`src/rtl/rna_pkg.sv`:
```
// ----------------------------------------------------------------------------
// rna_pkg
// Shared operation codes, command and status types for the rational number ALU.
// ----------------------------------------------------------------------------
`default_nettype none

package rna_pkg;

  localparam int unsigned FUNC_W = 3;

  localparam logic [FUNC_W-1:0] FUNC_NORM = 3'd0;
  localparam logic [FUNC_W-1:0] FUNC_ADD  = 3'd1;
  localparam logic [FUNC_W-1:0] FUNC_INC  = 3'd2;
  localparam logic [FUNC_W-1:0] FUNC_DEC  = 3'd3;
  localparam logic [FUNC_W-1:0] FUNC_LT   = 3'd4;
  localparam logic [FUNC_W-1:0] FUNC_EQ   = 3'd5;

  // Source of the fraction handed to the reduction unit
  typedef enum logic [1:0] {
    RED_SRC_A,
    RED_SRC_B,
    RED_SRC_SUM
  } red_src_e;

  // Multiplier operand pair and product destination
  typedef enum logic [2:0] {
    MUL_T1,
    MUL_T2,
    MUL_DD,
    MUL_LT1,
    MUL_LT2
  } mul_op_e;

  // Kind of result written to the output registers
  typedef enum logic [2:0] {
    EMIT_NONE,
    EMIT_RED,
    EMIT_INC,
    EMIT_LT,
    EMIT_EQ,
    EMIT_ERR,
    EMIT_ZERO
  } emit_e;

  typedef struct packed {
    logic     load;
    logic     red_start;
    red_src_e red_src;
    logic     mul_en;
    mul_op_e  mul_op;
    logic     save_a;
    logic     save_b;
    emit_e    emit;
  } cmd_t;

  typedef struct packed {
    logic [FUNC_W-1:0] func;
    logic              den_a_zero;
    logic              den_b_zero;
    logic              red_done;
  } stat_t;

endpackage

`default_nettype wire

```
`src/rtl/rna_reduce.sv`:
```
// ----------------------------------------------------------------------------
// rna_reduce
// Fraction reduction unit: strips common factors of two, finds the odd part of
// the GCD with a binary GCD loop, then divides numerator and denominator by it
// with two restoring dividers that run side by side, one quotient bit a cycle.
// ----------------------------------------------------------------------------
`default_nettype none

module rna_reduce #(
  parameter int unsigned MAG_WIDTH = 32
) (
  input  wire logic                 clk_i,
  input  wire logic                 rst_ni,
  input  wire logic                 start_i,
  input  wire logic                 neg_i,
  input  wire logic [MAG_WIDTH-1:0] nm_i,
  input  wire logic [MAG_WIDTH-1:0] dm_i,
  output logic                      done_o,
  output logic                      neg_o,
  output logic [MAG_WIDTH-1:0]      nm_o,
  output logic [MAG_WIDTH-1:0]      dm_o
);

  localparam int unsigned CNT_W = (MAG_WIDTH > 1) ? $clog2(MAG_WIDTH) : 1;

  typedef enum logic [1:0] {
    R_IDLE,
    R_STRIP,
    R_GCD,
    R_DIV
  } phase_e;

  phase_e phase_q, phase_d;
  logic   done_q, done_d;

  logic [MAG_WIDTH-1:0] x_q, y_q, n_q, d_q, rn_q, rd_q, nm_q, dm_q;
  logic                 neg_q, oneg_q;
  logic [CNT_W-1:0]     cnt_q;

  logic                 x_eq_y, x_gt_y, x_is_one, strip_done;
  logic [MAG_WIDTH-1:0] x_minus_y, y_minus_x;
  logic [MAG_WIDTH:0]   rn_ext, rd_ext, rn_sub, rd_sub, dv_ext;
  logic                 qn_bit, qd_bit;

  assign x_eq_y     = (x_q == y_q);
  assign x_gt_y     = (x_q > y_q);
  assign x_is_one   = (x_q == MAG_WIDTH'(1));
  assign strip_done = x_q[0] | y_q[0];
  assign x_minus_y  = x_q - y_q;
  assign y_minus_x  = y_q - x_q;

  // The GCD stays in x during division
  assign dv_ext = {1'b0, x_q};
  assign rn_ext = {rn_q, n_q[MAG_WIDTH-1]};
  assign rd_ext = {rd_q, d_q[MAG_WIDTH-1]};
  assign rn_sub = rn_ext - dv_ext;
  assign rd_sub = rd_ext - dv_ext;
  assign qn_bit = (rn_ext >= dv_ext);
  assign qd_bit = (rd_ext >= dv_ext);

  always_comb begin
    phase_d = phase_q;
    done_d  = 1'b0;
    case (phase_q)
      R_IDLE: begin
        if (start_i) begin
          if (nm_i == '0) begin
            done_d = 1'b1;
          end else begin
            phase_d = R_STRIP;
          end
        end
      end
      R_STRIP: begin
        if (strip_done) begin
          phase_d = R_GCD;
        end
      end
      R_GCD: begin
        if (x_eq_y) begin
          if (x_is_one) begin
            done_d  = 1'b1;
            phase_d = R_IDLE;
          end else begin
            phase_d = R_DIV;
          end
        end
      end
      R_DIV: begin
        if (cnt_q == '0) begin
          done_d  = 1'b1;
          phase_d = R_IDLE;
        end
      end
      default: phase_d = R_IDLE;
    endcase
  end

  always_ff @(posedge clk_i or negedge rst_ni) begin
    if (!rst_ni) begin
      phase_q <= R_IDLE;
      done_q  <= 1'b0;
    end else begin
      phase_q <= phase_d;
      done_q  <= done_d;
    end
  end

  always_ff @(posedge clk_i) begin
    case (phase_q)
      R_IDLE: begin
        if (start_i) begin
          x_q   <= nm_i;
          y_q   <= dm_i;
          n_q   <= nm_i;
          d_q   <= dm_i;
          neg_q <= neg_i;
          if (nm_i == '0) begin
            nm_q   <= '0;
            dm_q   <= MAG_WIDTH'(1);
            oneg_q <= 1'b0;
          end
        end
      end
      R_STRIP: begin
        // drop a common factor of two from both pairs
        if (!strip_done) begin
          x_q <= x_q >> 1;
          y_q <= y_q >> 1;
          n_q <= n_q >> 1;
          d_q <= d_q >> 1;
        end
      end
      R_GCD: begin
        if (x_eq_y) begin
          rn_q  <= '0;
          rd_q  <= '0;
          cnt_q <= CNT_W'(MAG_WIDTH - 1);
          if (x_is_one) begin
            nm_q   <= n_q;
            dm_q   <= d_q;
            oneg_q <= neg_q;
          end
        end else if (!x_q[0]) begin
          x_q <= x_q >> 1;
        end else if (!y_q[0]) begin
          y_q <= y_q >> 1;
        end else if (x_gt_y) begin
          x_q <= x_minus_y >> 1;
        end else begin
          y_q <= y_minus_x >> 1;
        end
      end
      R_DIV: begin
        // shift dividend bits out the top, quotient bits in the bottom
        rn_q  <= qn_bit ? rn_sub[MAG_WIDTH-1:0] : rn_ext[MAG_WIDTH-1:0];
        rd_q  <= qd_bit ? rd_sub[MAG_WIDTH-1:0] : rd_ext[MAG_WIDTH-1:0];
        n_q   <= {n_q[MAG_WIDTH-2:0], qn_bit};
        d_q   <= {d_q[MAG_WIDTH-2:0], qd_bit};
        cnt_q <= cnt_q - 1'b1;
        if (cnt_q == '0) begin
          nm_q   <= {n_q[MAG_WIDTH-2:0], qn_bit};
          dm_q   <= {d_q[MAG_WIDTH-2:0], qd_bit};
          oneg_q <= neg_q;
        end
      end
      default: ;
    endcase
  end

  assign done_o = done_q;
  assign neg_o  = oneg_q;
  assign nm_o   = nm_q;
  assign dm_o   = dm_q;

endmodule

`default_nettype wire

```
`src/rtl/rna_dp.sv`:
```
// ----------------------------------------------------------------------------
// rna_dp
// Datapath: operand registers, shared multiplier with product registers,
// sign-magnitude adder, reduction unit, saved reduced operands and the
// result registers.
// ----------------------------------------------------------------------------
`default_nettype none

module rna_dp #(
  parameter int unsigned OPERAND_WIDTH = 16
) (
  input  wire logic                                clk_i,
  input  wire logic                                rst_ni,
  input  wire rna_pkg::cmd_t                       cmd_i,
  output rna_pkg::stat_t                           stat_o,
  input  wire logic [rna_pkg::FUNC_W-1:0]          func_i,
  input  wire logic signed [OPERAND_WIDTH-1:0]     num_a_i,
  input  wire logic signed [OPERAND_WIDTH-1:0]     den_a_i,
  input  wire logic signed [OPERAND_WIDTH-1:0]     num_b_i,
  input  wire logic signed [OPERAND_WIDTH-1:0]     den_b_i,
  output logic signed [2*OPERAND_WIDTH:0]          res_num_o,
  output logic [2*OPERAND_WIDTH-2:0]               res_den_o,
  output logic                                     cmp_true_o,
  output logic                                     status_o,
  output logic                                     done_o
);

  localparam int unsigned W  = OPERAND_WIDTH;
  localparam int unsigned MW = 2 * W;
  localparam int unsigned SW = W + 1;
  localparam int unsigned PW = 2 * SW;
  localparam int unsigned NW = 2 * W + 1;
  localparam int unsigned DW = 2 * W - 1;
  localparam int unsigned IW = W + 2;

  logic [rna_pkg::FUNC_W-1:0] func_q;
  logic signed [W-1:0]        na_q, da_q, nb_q, db_q;

  logic                       a_neg_q, b_neg_q;
  logic [W-1:0]               a_nm_q, a_dm_q, b_nm_q, b_dm_q;
  logic signed [PW-1:0]       p1_q, p2_q, p3_q;

  logic signed [NW-1:0]       res_num_q;
  logic [DW-1:0]              res_den_q;
  logic                       cmp_q, status_q, done_q;

  // operand magnitudes
  logic signed [SW-1:0] na_x, da_x, nb_x, db_x;
  logic [SW-1:0]        na_mag, da_mag, nb_mag, db_mag;

  assign na_x   = $signed({na_q[W-1], na_q});
  assign da_x   = $signed({da_q[W-1], da_q});
  assign nb_x   = $signed({nb_q[W-1], nb_q});
  assign db_x   = $signed({db_q[W-1], db_q});
  assign na_mag = na_x[SW-1] ? -na_x : na_x;
  assign da_mag = da_x[SW-1] ? -da_x : da_x;
  assign nb_mag = nb_x[SW-1] ? -nb_x : nb_x;
  assign db_mag = db_x[SW-1] ? -db_x : db_x;

  // reduced operands in signed form
  logic signed [SW-1:0] an_x, ad_x, bn_x, bd_x;

  assign an_x = a_neg_q ? -$signed({1'b0, a_nm_q}) : $signed({1'b0, a_nm_q});
  assign bn_x = b_neg_q ? -$signed({1'b0, b_nm_q}) : $signed({1'b0, b_nm_q});
  assign ad_x = $signed({1'b0, a_dm_q});
  assign bd_x = $signed({1'b0, b_dm_q});

  // shared multiplier
  logic signed [SW-1:0] mul_x, mul_y;
  logic signed [PW-1:0] mul_p;

  always_comb begin
    case (cmd_i.mul_op)
      rna_pkg::MUL_T1: begin
        mul_x = na_x;
        mul_y = db_x;
      end
      rna_pkg::MUL_T2: begin
        mul_x = nb_x;
        mul_y = da_x;
      end
      rna_pkg::MUL_DD: begin
        mul_x = da_x;
        mul_y = db_x;
      end
      rna_pkg::MUL_LT1: begin
        mul_x = an_x;
        mul_y = bd_x;
      end
      rna_pkg::MUL_LT2: begin
        mul_x = ad_x;
        mul_y = bn_x;
      end
      default: begin
        mul_x = '0;
        mul_y = '0;
      end
    endcase
  end

  assign mul_p = mul_x * mul_y;

  always_ff @(posedge clk_i) begin
    if (cmd_i.mul_en) begin
      case (cmd_i.mul_op)
        rna_pkg::MUL_T1, rna_pkg::MUL_LT1: p1_q <= mul_p;
        rna_pkg::MUL_T2, rna_pkg::MUL_LT2: p2_q <= mul_p;
        rna_pkg::MUL_DD:                   p3_q <= mul_p;
        default: ;
      endcase
    end
  end

  // sign-magnitude sum of the cross products
  logic [PW-1:0] m1_w, m2_w, m3_w;
  logic [MW-1:0] m1, m2, sum_mag;
  logic          s1, s2, s3, sum_neg;

  assign s1   = p1_q[PW-1];
  assign s2   = p2_q[PW-1];
  assign s3   = p3_q[PW-1];
  assign m1_w = s1 ? -p1_q : p1_q;
  assign m2_w = s2 ? -p2_q : p2_q;
  assign m3_w = s3 ? -p3_q : p3_q;
  assign m1   = m1_w[MW-1:0];
  assign m2   = m2_w[MW-1:0];

  always_comb begin
    if (s1 == s2) begin
      sum_mag = m1 + m2;
      sum_neg = s1;
    end else if (m1 >= m2) begin
      sum_mag = m1 - m2;
      sum_neg = s1;
    end else begin
      sum_mag = m2 - m1;
      sum_neg = s2;
    end
  end

  // reduction unit
  logic          red_in_neg, red_neg, red_done;
  logic [MW-1:0] red_in_nm, red_in_dm, red_nm, red_dm;

  always_comb begin
    case (cmd_i.red_src)
      rna_pkg::RED_SRC_A: begin
        red_in_neg = na_q[W-1] ^ da_q[W-1];
        red_in_nm  = MW'(na_mag);
        red_in_dm  = MW'(da_mag);
      end
      rna_pkg::RED_SRC_B: begin
        red_in_neg = nb_q[W-1] ^ db_q[W-1];
        red_in_nm  = MW'(nb_mag);
        red_in_dm  = MW'(db_mag);
      end
      rna_pkg::RED_SRC_SUM: begin
        red_in_neg = sum_neg ^ s3;
        red_in_nm  = sum_mag;
        red_in_dm  = m3_w[MW-1:0];
      end
      default: begin
        red_in_neg = 1'b0;
        red_in_nm  = '0;
        red_in_dm  = '0;
      end
    endcase
  end

  rna_reduce #(
    .MAG_WIDTH(MW)
  ) u_reduce (
    .clk_i  (clk_i),
    .rst_ni (rst_ni),
    .start_i(cmd_i.red_start),
    .neg_i  (red_in_neg),
    .nm_i   (red_in_nm),
    .dm_i   (red_in_dm),
    .done_o (red_done),
    .neg_o  (red_neg),
    .nm_o   (red_nm),
    .dm_o   (red_dm)
  );

  // operand and reduced-operand registers
  always_ff @(posedge clk_i) begin
    if (cmd_i.load) begin
      func_q <= func_i;
      na_q   <= num_a_i;
      da_q   <= den_a_i;
      nb_q   <= num_b_i;
      db_q   <= den_b_i;
    end
    if (cmd_i.save_a) begin
      a_neg_q <= red_neg;
      a_nm_q  <= red_nm[W-1:0];
      a_dm_q  <= red_dm[W-1:0];
    end
    if (cmd_i.save_b) begin
      b_neg_q <= red_neg;
      b_nm_q  <= red_nm[W-1:0];
      b_dm_q  <= red_dm[W-1:0];
    end
  end

  // results
  logic signed [NW-1:0] red_num_x;
  logic signed [IW-1:0] inc_n, inc_d, inc_r;
  logic                 a_eq_b, a_lt_b;

  assign red_num_x = red_neg ? -$signed({1'b0, red_nm}) : $signed({1'b0, red_nm});
  assign inc_n     = $signed({an_x[SW-1], an_x});
  assign inc_d     = $signed({2'b00, a_dm_q});
  assign inc_r     = (func_q == rna_pkg::FUNC_DEC) ? (inc_n - inc_d) : (inc_n + inc_d);
  assign a_eq_b    = (a_neg_q == b_neg_q) && (a_nm_q == b_nm_q) && (a_dm_q == b_dm_q);
  assign a_lt_b    = (p1_q < p2_q);

  always_ff @(posedge clk_i) begin
    case (cmd_i.emit)
      rna_pkg::EMIT_RED: begin
        res_num_q <= red_num_x;
        res_den_q <= red_dm[DW-1:0];
        cmp_q     <= 1'b0;
        status_q  <= 1'b0;
      end
      rna_pkg::EMIT_INC: begin
        res_num_q <= NW'(inc_r);
        res_den_q <= DW'(a_dm_q);
        cmp_q     <= 1'b0;
        status_q  <= 1'b0;
      end
      rna_pkg::EMIT_LT: begin
        res_num_q <= '0;
        res_den_q <= '0;
        cmp_q     <= a_lt_b;
        status_q  <= 1'b0;
      end
      rna_pkg::EMIT_EQ: begin
        res_num_q <= '0;
        res_den_q <= '0;
        cmp_q     <= a_eq_b;
        status_q  <= 1'b0;
      end
      rna_pkg::EMIT_ERR: begin
        res_num_q <= '0;
        res_den_q <= '0;
        cmp_q     <= 1'b0;
        status_q  <= 1'b1;
      end
      rna_pkg::EMIT_ZERO: begin
        res_num_q <= '0;
        res_den_q <= '0;
        cmp_q     <= 1'b0;
        status_q  <= 1'b0;
      end
      default: ;
    endcase
  end

  always_ff @(posedge clk_i or negedge rst_ni) begin
    if (!rst_ni) begin
      done_q <= 1'b0;
    end else begin
      done_q <= (cmd_i.emit != rna_pkg::EMIT_NONE);
    end
  end

  assign stat_o.func       = func_q;
  assign stat_o.den_a_zero = (da_q == '0);
  assign stat_o.den_b_zero = (db_q == '0);
  assign stat_o.red_done   = red_done;

  assign res_num_o  = res_num_q;
  assign res_den_o  = res_den_q;
  assign cmp_true_o = cmp_q;
  assign status_o   = status_q;
  assign done_o     = done_q;

endmodule

`default_nettype wire

```
`src/rtl/rna_ctrl.sv`:
```
// ----------------------------------------------------------------------------
// rna_ctrl
// Sequencer: decodes the operation, checks denominators, and steps the
// datapath through multiplies, reductions and the final result write.
// ----------------------------------------------------------------------------
`default_nettype none

module rna_ctrl (
  input  wire logic           clk_i,
  input  wire logic           rst_ni,
  input  wire logic           start_i,
  input  wire rna_pkg::stat_t stat_i,
  output rna_pkg::cmd_t       cmd_o,
  output logic                busy_o
);

  typedef enum logic [3:0] {
    S_IDLE,
    S_CHECK,
    S_RED_A,
    S_INC,
    S_RED_B,
    S_EQ,
    S_LT1,
    S_LT2,
    S_LT,
    S_T2,
    S_DD,
    S_SUM,
    S_RED_S
  } state_e;

  state_e        state_q, state_d;
  logic          busy_q;
  logic          uses_b;
  rna_pkg::cmd_t cmd;

  assign uses_b = stat_i.func inside {rna_pkg::FUNC_ADD, rna_pkg::FUNC_LT, rna_pkg::FUNC_EQ};

  always_comb begin
    state_d       = state_q;
    cmd           = '0;
    cmd.red_src   = rna_pkg::RED_SRC_A;
    cmd.mul_op    = rna_pkg::MUL_T1;
    cmd.emit      = rna_pkg::EMIT_NONE;
    case (state_q)
      S_IDLE: begin
        if (start_i) begin
          cmd.load = 1'b1;
          state_d  = S_CHECK;
        end
      end
      S_CHECK: begin
        if (stat_i.func > rna_pkg::FUNC_EQ) begin
          cmd.emit = rna_pkg::EMIT_ZERO;
          state_d  = S_IDLE;
        end else if (stat_i.den_a_zero || (uses_b && stat_i.den_b_zero)) begin
          cmd.emit = rna_pkg::EMIT_ERR;
          state_d  = S_IDLE;
        end else if (stat_i.func == rna_pkg::FUNC_ADD) begin
          cmd.mul_en = 1'b1;
          cmd.mul_op = rna_pkg::MUL_T1;
          state_d    = S_T2;
        end else begin
          cmd.red_start = 1'b1;
          cmd.red_src   = rna_pkg::RED_SRC_A;
          state_d       = S_RED_A;
        end
      end
      S_RED_A: begin
        if (stat_i.red_done) begin
          cmd.save_a = 1'b1;
          if (stat_i.func == rna_pkg::FUNC_NORM) begin
            cmd.emit = rna_pkg::EMIT_RED;
            state_d  = S_IDLE;
          end else if (stat_i.func == rna_pkg::FUNC_INC ||
                       stat_i.func == rna_pkg::FUNC_DEC) begin
            state_d = S_INC;
          end else begin
            cmd.red_start = 1'b1;
            cmd.red_src   = rna_pkg::RED_SRC_B;
            state_d       = S_RED_B;
          end
        end
      end
      S_INC: begin
        // A is already in lowest terms, so A +/- 1 needs no second reduction
        cmd.emit = rna_pkg::EMIT_INC;
        state_d  = S_IDLE;
      end
      S_RED_B: begin
        if (stat_i.red_done) begin
          cmd.save_b = 1'b1;
          state_d    = (stat_i.func == rna_pkg::FUNC_EQ) ? S_EQ : S_LT1;
        end
      end
      S_EQ: begin
        cmd.emit = rna_pkg::EMIT_EQ;
        state_d  = S_IDLE;
      end
      S_LT1: begin
        cmd.mul_en = 1'b1;
        cmd.mul_op = rna_pkg::MUL_LT1;
        state_d    = S_LT2;
      end
      S_LT2: begin
        cmd.mul_en = 1'b1;
        cmd.mul_op = rna_pkg::MUL_LT2;
        state_d    = S_LT;
      end
      S_LT: begin
        cmd.emit = rna_pkg::EMIT_LT;
        state_d  = S_IDLE;
      end
      S_T2: begin
        cmd.mul_en = 1'b1;
        cmd.mul_op = rna_pkg::MUL_T2;
        state_d    = S_DD;
      end
      S_DD: begin
        cmd.mul_en = 1'b1;
        cmd.mul_op = rna_pkg::MUL_DD;
        state_d    = S_SUM;
      end
      S_SUM: begin
        cmd.red_start = 1'b1;
        cmd.red_src   = rna_pkg::RED_SRC_SUM;
        state_d       = S_RED_S;
      end
      S_RED_S: begin
        if (stat_i.red_done) begin
          cmd.emit = rna_pkg::EMIT_RED;
          state_d  = S_IDLE;
        end
      end
      default: state_d = S_IDLE;
    endcase
  end

  always_ff @(posedge clk_i or negedge rst_ni) begin
    if (!rst_ni) begin
      state_q <= S_IDLE;
      busy_q  <= 1'b0;
    end else begin
      state_q <= state_d;
      busy_q  <= (state_d != S_IDLE);
    end
  end

  assign cmd_o  = cmd;
  assign busy_o = busy_q;

endmodule

`default_nettype wire

```
`src/rtl/rational_number_alu_core.sv`:
```
// ----------------------------------------------------------------------------
// rational_number_alu_core
// Fraction ALU: reduce, add, increment, decrement, less-than and equal on
// signed fractions, results reduced by their GCD with a positive denominator.
//
//   channel  | ports                                    | handshake
//   ---------+------------------------------------------+--------------------
//   command  | func_i num_a_i den_a_i num_b_i den_b_i   | start_i, busy_o
//   result   | res_num_o res_den_o cmp_true_o status_o  | done_o (one cycle)
//
// An item is taken when start_i is high and busy_o is low; busy_o stays high
// until its result is written. A reduction with a zero numerator runs neither
// the binary GCD loop nor the divider, and one whose odd GCD part is one skips
// the divider; compares run two reductions, errors and unused codes none.
// Reset clears the sequencer and the strobe; the result strobe is not held.
// ----------------------------------------------------------------------------
`default_nettype none

module rational_number_alu_core #(
  parameter int unsigned OPERAND_WIDTH = 16
) (
  input  wire logic                             clk_i,
  input  wire logic                             rst_ni,
  input  wire logic                             start_i,
  output logic                                  busy_o,
  input  wire logic [rna_pkg::FUNC_W-1:0]       func_i,
  input  wire logic signed [OPERAND_WIDTH-1:0]  num_a_i,
  input  wire logic signed [OPERAND_WIDTH-1:0]  den_a_i,
  input  wire logic signed [OPERAND_WIDTH-1:0]  num_b_i,
  input  wire logic signed [OPERAND_WIDTH-1:0]  den_b_i,
  output logic                                  done_o,
  output logic signed [2*OPERAND_WIDTH:0]       res_num_o,
  output logic [2*OPERAND_WIDTH-2:0]            res_den_o,
  output logic                                  cmp_true_o,
  output logic                                  status_o
);

  rna_pkg::cmd_t  cmd;
  rna_pkg::stat_t stat;

  rna_ctrl u_ctrl (
    .clk_i  (clk_i),
    .rst_ni (rst_ni),
    .start_i(start_i),
    .stat_i (stat),
    .cmd_o  (cmd),
    .busy_o (busy_o)
  );

  rna_dp #(
    .OPERAND_WIDTH(OPERAND_WIDTH)
  ) u_dp (
    .clk_i     (clk_i),
    .rst_ni    (rst_ni),
    .cmd_i     (cmd),
    .stat_o    (stat),
    .func_i    (func_i),
    .num_a_i   (num_a_i),
    .den_a_i   (den_a_i),
    .num_b_i   (num_b_i),
    .den_b_i   (den_b_i),
    .res_num_o (res_num_o),
    .res_den_o (res_den_o),
    .cmp_true_o(cmp_true_o),
    .status_o  (status_o),
    .done_o    (done_o)
  );

  a_done_single: assert property (@(posedge clk_i) disable iff (!rst_ni)
    done_o |=> !done_o)
    else $error("result strobe high in two consecutive cycles");

  a_done_idle: assert property (@(posedge clk_i) disable iff (!rst_ni)
    done_o |-> !busy_o)
    else $error("result strobe while still busy");

  a_accept_busy: assert property (@(posedge clk_i) disable iff (!rst_ni)
    (start_i && !busy_o) |=> busy_o)
    else $error("accepted item did not raise busy");

  a_err_clean: assert property (@(posedge clk_i) disable iff (!rst_ni)
    (done_o && status_o) |-> (res_num_o == '0 && res_den_o == '0 && !cmp_true_o))
    else $error("error result carries nonzero fields");

endmodule

`default_nettype wire
```
`config.mk`:
```
export PLATFORM = sky130hd
export DESIGN_NAME = rational_number_alu_core
export DESIGN_NICKNAME = d
export VERILOG_FILES = /design/src/rtl/rna_pkg.sv /design/src/rtl/rna_reduce.sv /design/src/rtl/rna_dp.sv /design/src/rtl/rna_ctrl.sv /design/src/rtl/rational_number_alu_core.sv
export SDC_FILE = /design/constraint.sdc
export NUM_CORES = 2
export LEC_CHECK = 0
export BUFFER_PORTS_ARGS = -buffer_cell sky130_fd_sc_hd__buf_2
export CAP_MARGIN = 20
export CORE_MARGIN = 3
export CORE_UTILIZATION = 35
export CTS_CLUSTER_DIAMETER = 80
export DETAILED_ROUTE_END_ITERATION = 8
export PLACE_DENSITY_LB_ADDON = 0.08
export SETUP_SLACK_MARGIN = 0.5
export SLEW_MARGIN = 20
export SYNTH_ARGS = -nofsm -noshare
export SYNTH_HDL_FRONTEND = slang
export SYNTH_SLANG_ARGS = --single-unit
```
`constraint.sdc`:
```
create_clock -name clk_i -period 16.95 [get_ports clk_i]
set_input_delay 0 -clock clk_i [delete_from_list [all_inputs] [get_ports clk_i]]
set_output_delay 0 -clock clk_i [all_outputs]
set_load 0.02 [all_outputs]
```
==> impl_metrics.toml <==
[floorplan]
io_pins = 138
initial_core_util = 0.3545
num_rows = 141
dieArea_sq_mm = 0.1553
die_h_um = 394.1
die_w_um = 394.1
core_area_sq_mm = 0.1487

[clock_tree]
clkSlewWorstSetupHoldPaths_ns = 0.07
clock_latency_ns = 0.70
cts.sinks = 571
cts_buffers = 78
cts_root_buffer = "clkbuf_16"
htree_num_levels = 3
cts.repair.resized = 0
cts_tree = "done"
clock_path_buffers = 3

[worst_setup_path]
critical-path-top-delay-family = "adder cells"
cpPeakStageDelay_ns = 0.66
cp_slowest_cell = "dfrtp_1"
worstPathMaxFanout = 34
cpMostUsedCell = "fa_1"
required_ns = 17.47
cp_num_buf_inv = 9
critPathArrivalTime_ns = 10.31
startpoint_type = "flip-flop"
end_kind = "flip-flop"
critPathKind = "reg -> reg"

[timing]
worst_pin_slew_ns = 1.285
period_share = 0.5772
relSlewSlack = 0.1409
period_minus_slack_ns = 9.783
setup_viol = 0
fmax_ghz = 0.1022
fin_skew_ns = 0.03892
slew_violations = 0
tns_ns = 0
hold_violations = 0
rsz0062_at_grt = "false"

[finish]
fillCellCount = 14730
drive_gt1_frac = 0.08399
syn_to_final_growth_pct = 13.31
seq_area_sq_mm = 0.01710
num-nets-final = 6535
multiInputGateArea_sq_mm = 0.03242

[global_routing]
busiest_layer = "met2"
grt-ovfl-total = 0
grtUsageMet1 = 0.3665
grt_pass1_vias = 43240
grt_pass1_wl_um = 300600
grt_max_degree = 82
met3_usage = 0.03425
antenna_found_initial = 15
gr-usage-met2 = 0.4034
grt_usage = 0.2585

[job]
cap_violations = 0

[route]
dr_total_vias = 44210
via_per_inst = 5.632
drt-initial-drc-count = 4251
ant_nets = 0
drc = 0
drtPass1Iterations = 7
wl_per_cell_um = 26.16
wl_um = 205300

[status]
status = "complete, no violations"

[synthesis]
synth_xor_area_frac = 0.06795
yosysWarnings = 0
avgSynthCellArea_sq_um = 9.404
yosysTopAreaCell = "edfxtp_1"
synthCells = 5606
async_flop_share = 0.01576
synth_edf_count = 562
synth_compound_area_frac = 0.1818
synth.most_common_cell = "inv_1"
syn_area_sq_mm = 0.05272
ys_types = 99
synthFlopType = "edfxtp_1"
synthAdderAreaFrac = 0.2047
synthTopCellsByArea = "edfxtp_1, fa_1, ha_1, inv_1, xnor2_1"
synthTopCellsByCount = "inv_1, edfxtp_1, nor2_1"
synth_top_area_frac = 0.3201
synth_top_family_by_area = "adder cells"
synth.net_count = 6356
synth_mux_area_frac = 0.01386
synthSimpleGateAreaFrac = 0.1418
synth-seq-cells = 571
yosysSeqAreaShare = 0.3244

[placement]
port_buffers = 137
place.gp.congestion = 0.9605
hpwl_um = 161700

[worst_hold_path]
hold_class = "in -> reg"
worst register-to-register path: cells and delay by family, from the launching register on:
kind | cells | cell delay [ns]
simple gates | 5 | 1.39
fa+ha+maj | 7 | 3.44
buf+inv | 9 | 1.62
flops | 1 | 0.66
compound gates | 12 | 2.51
path summary, 6_finish.rpt:
kind	startpoint	slack (ns)	depth (start not counted)	endpoint
max in group asynchronous	rst_ni	15.70	3	u_dp.u_reduce.done_o$_DFF_PN0_
min reg2reg	u_dp.u_reduce.dm_o[23]$_DFFE_PP_	0.52	1	u_dp.res_den_o[23]$_DFFE_PP_
max	u_ctrl.state_q[0]$_DFF_PN0_	7.17	33	u_dp.p1_q[32]$_DFFE_PP_
min	den_a_i[8]	0.04	2	u_dp.da_q[8]$_DFFE_PP_
max reg2reg	u_ctrl.state_q[0]$_DFF_PN0_	7.17	33	u_dp.p1_q[32]$_DFFE_PP_
min in group asynchronous	rst_ni	0.65	3	u_dp.u_reduce.phase_q[0]$_DFFE_PN0P_
cells by family (layout without fill, tap and decap cells):
family / count (synthesis) / in the layout
muxes: 71 / 71
and+or+nand+nor: 1564 / 1564
xor gates and xnor gates: 409 / 409
DFF: 571 / 571
AOI/OAI and AO/OA: 1412 / 1412
buffers and inverters: 899 / 1139
adders and majority gates: 680 / 680
other: 0 / 1
registers in the layout, indices dropped and copies added (netlist names), 3 cells and up:
register             cells
u_dp.a_nm_q             16
u_dp.p1_q               34
u_dp.b_dm_q             16
u_dp.res_num_o          33
u_dp.func_q              3
u_dp.da_q               16
u_dp.p3_q               33
u_dp.nb_q               16
u_dp.res_den_o          31
u_dp.na_q               16
u_dp.u_reduce.rn_q      32
u_dp.db_q               16
u_dp.u_reduce.cnt_q      5
u_dp.u_reduce.nm_o      32
u_dp.p2_q               34
u_dp.b_nm_q             16
u_dp.u_reduce.y_q       32
u_dp.a_dm_q             16
u_ctrl.state_q           4
u_dp.u_reduce.rd_q      32
u_dp.u_reduce.d_q       32
u_dp.u_reduce.dm_o      31
u_dp.u_reduce.n_q       32
u_dp.u_reduce.x_q       32
area by class of cell:
cell class / count / area share
diodes: 1 / 0.00004189
clock buffers: 92 / 0.03444
clock inverters: 49 / 0.008881
inverters: 631 / 0.03965
multi-input cells: 4136 / 0.5427
flip-flops and latches: 571 / 0.2863
well taps: 2002 / 0.04193
repair buffers: 367 / 0.04604
routing by layer:
metal | vias to the layer above | part of all wire
met3 | 286 | 0.060
met1 | 22070 | 0.46
met5 | - | 0.000063
met4 | 2 | 0.040
li1 | 20290 | -
met2 | 1563 | 0.44
metrics by stage:
stage	util	hold slack (ns)	cell area [sq um]	std cells	setup slack, ns
4_1_cts	0.4014	0.003219	59700	7847	7.273
5_1_grt	0.4016	0.01912	59730	7848	6.548
3_3_place_gp	0.3755	-0.02014	55840	7579	7.357
3_5_place_dp	0.3755	-0.02126	55840	7579	7.356
2_1_floorplan	-	-0.2956	52720	5606	4.748
6_report	0.4016	0.03995	59730	7849	7.167
layout by cell type (no fill, tap or decap), drive strengths merged, types with 30 or more instances in the layout:
cell,count
or3,63
xnor2,236
nor2,469
inv,643
dlygate4sd3,127
o21bai,30
edfxtp,562
a21o,83
a22oi,95
o41ai,36
o21a,34
o21ai,271
nor2b,58
nand3,102
o211ai,35
fa,304
xor2,173
nand4,40
a221oi,64
ha,376
and3,33
nand2,420
and2,47
mux2i,58
a211oi,35
nor3,95
o22ai,35
clkbuf,92
o31ai,92
buf,240
or2,45
a22o,77
nand2b,75
a21oi,330
nor4,57
timing repair:
| item | in CTS | in global routing |
|---|---|---|
| endpoints found under the hold margin | 77 | 0 |
| setup buffers | 0 | 0 |
| hold buffers | 127 | 0 |
Power is left out: the tool's default activity adds up to more than one toggle a clock period on the data nets, which glitch-free logic cannot reach.
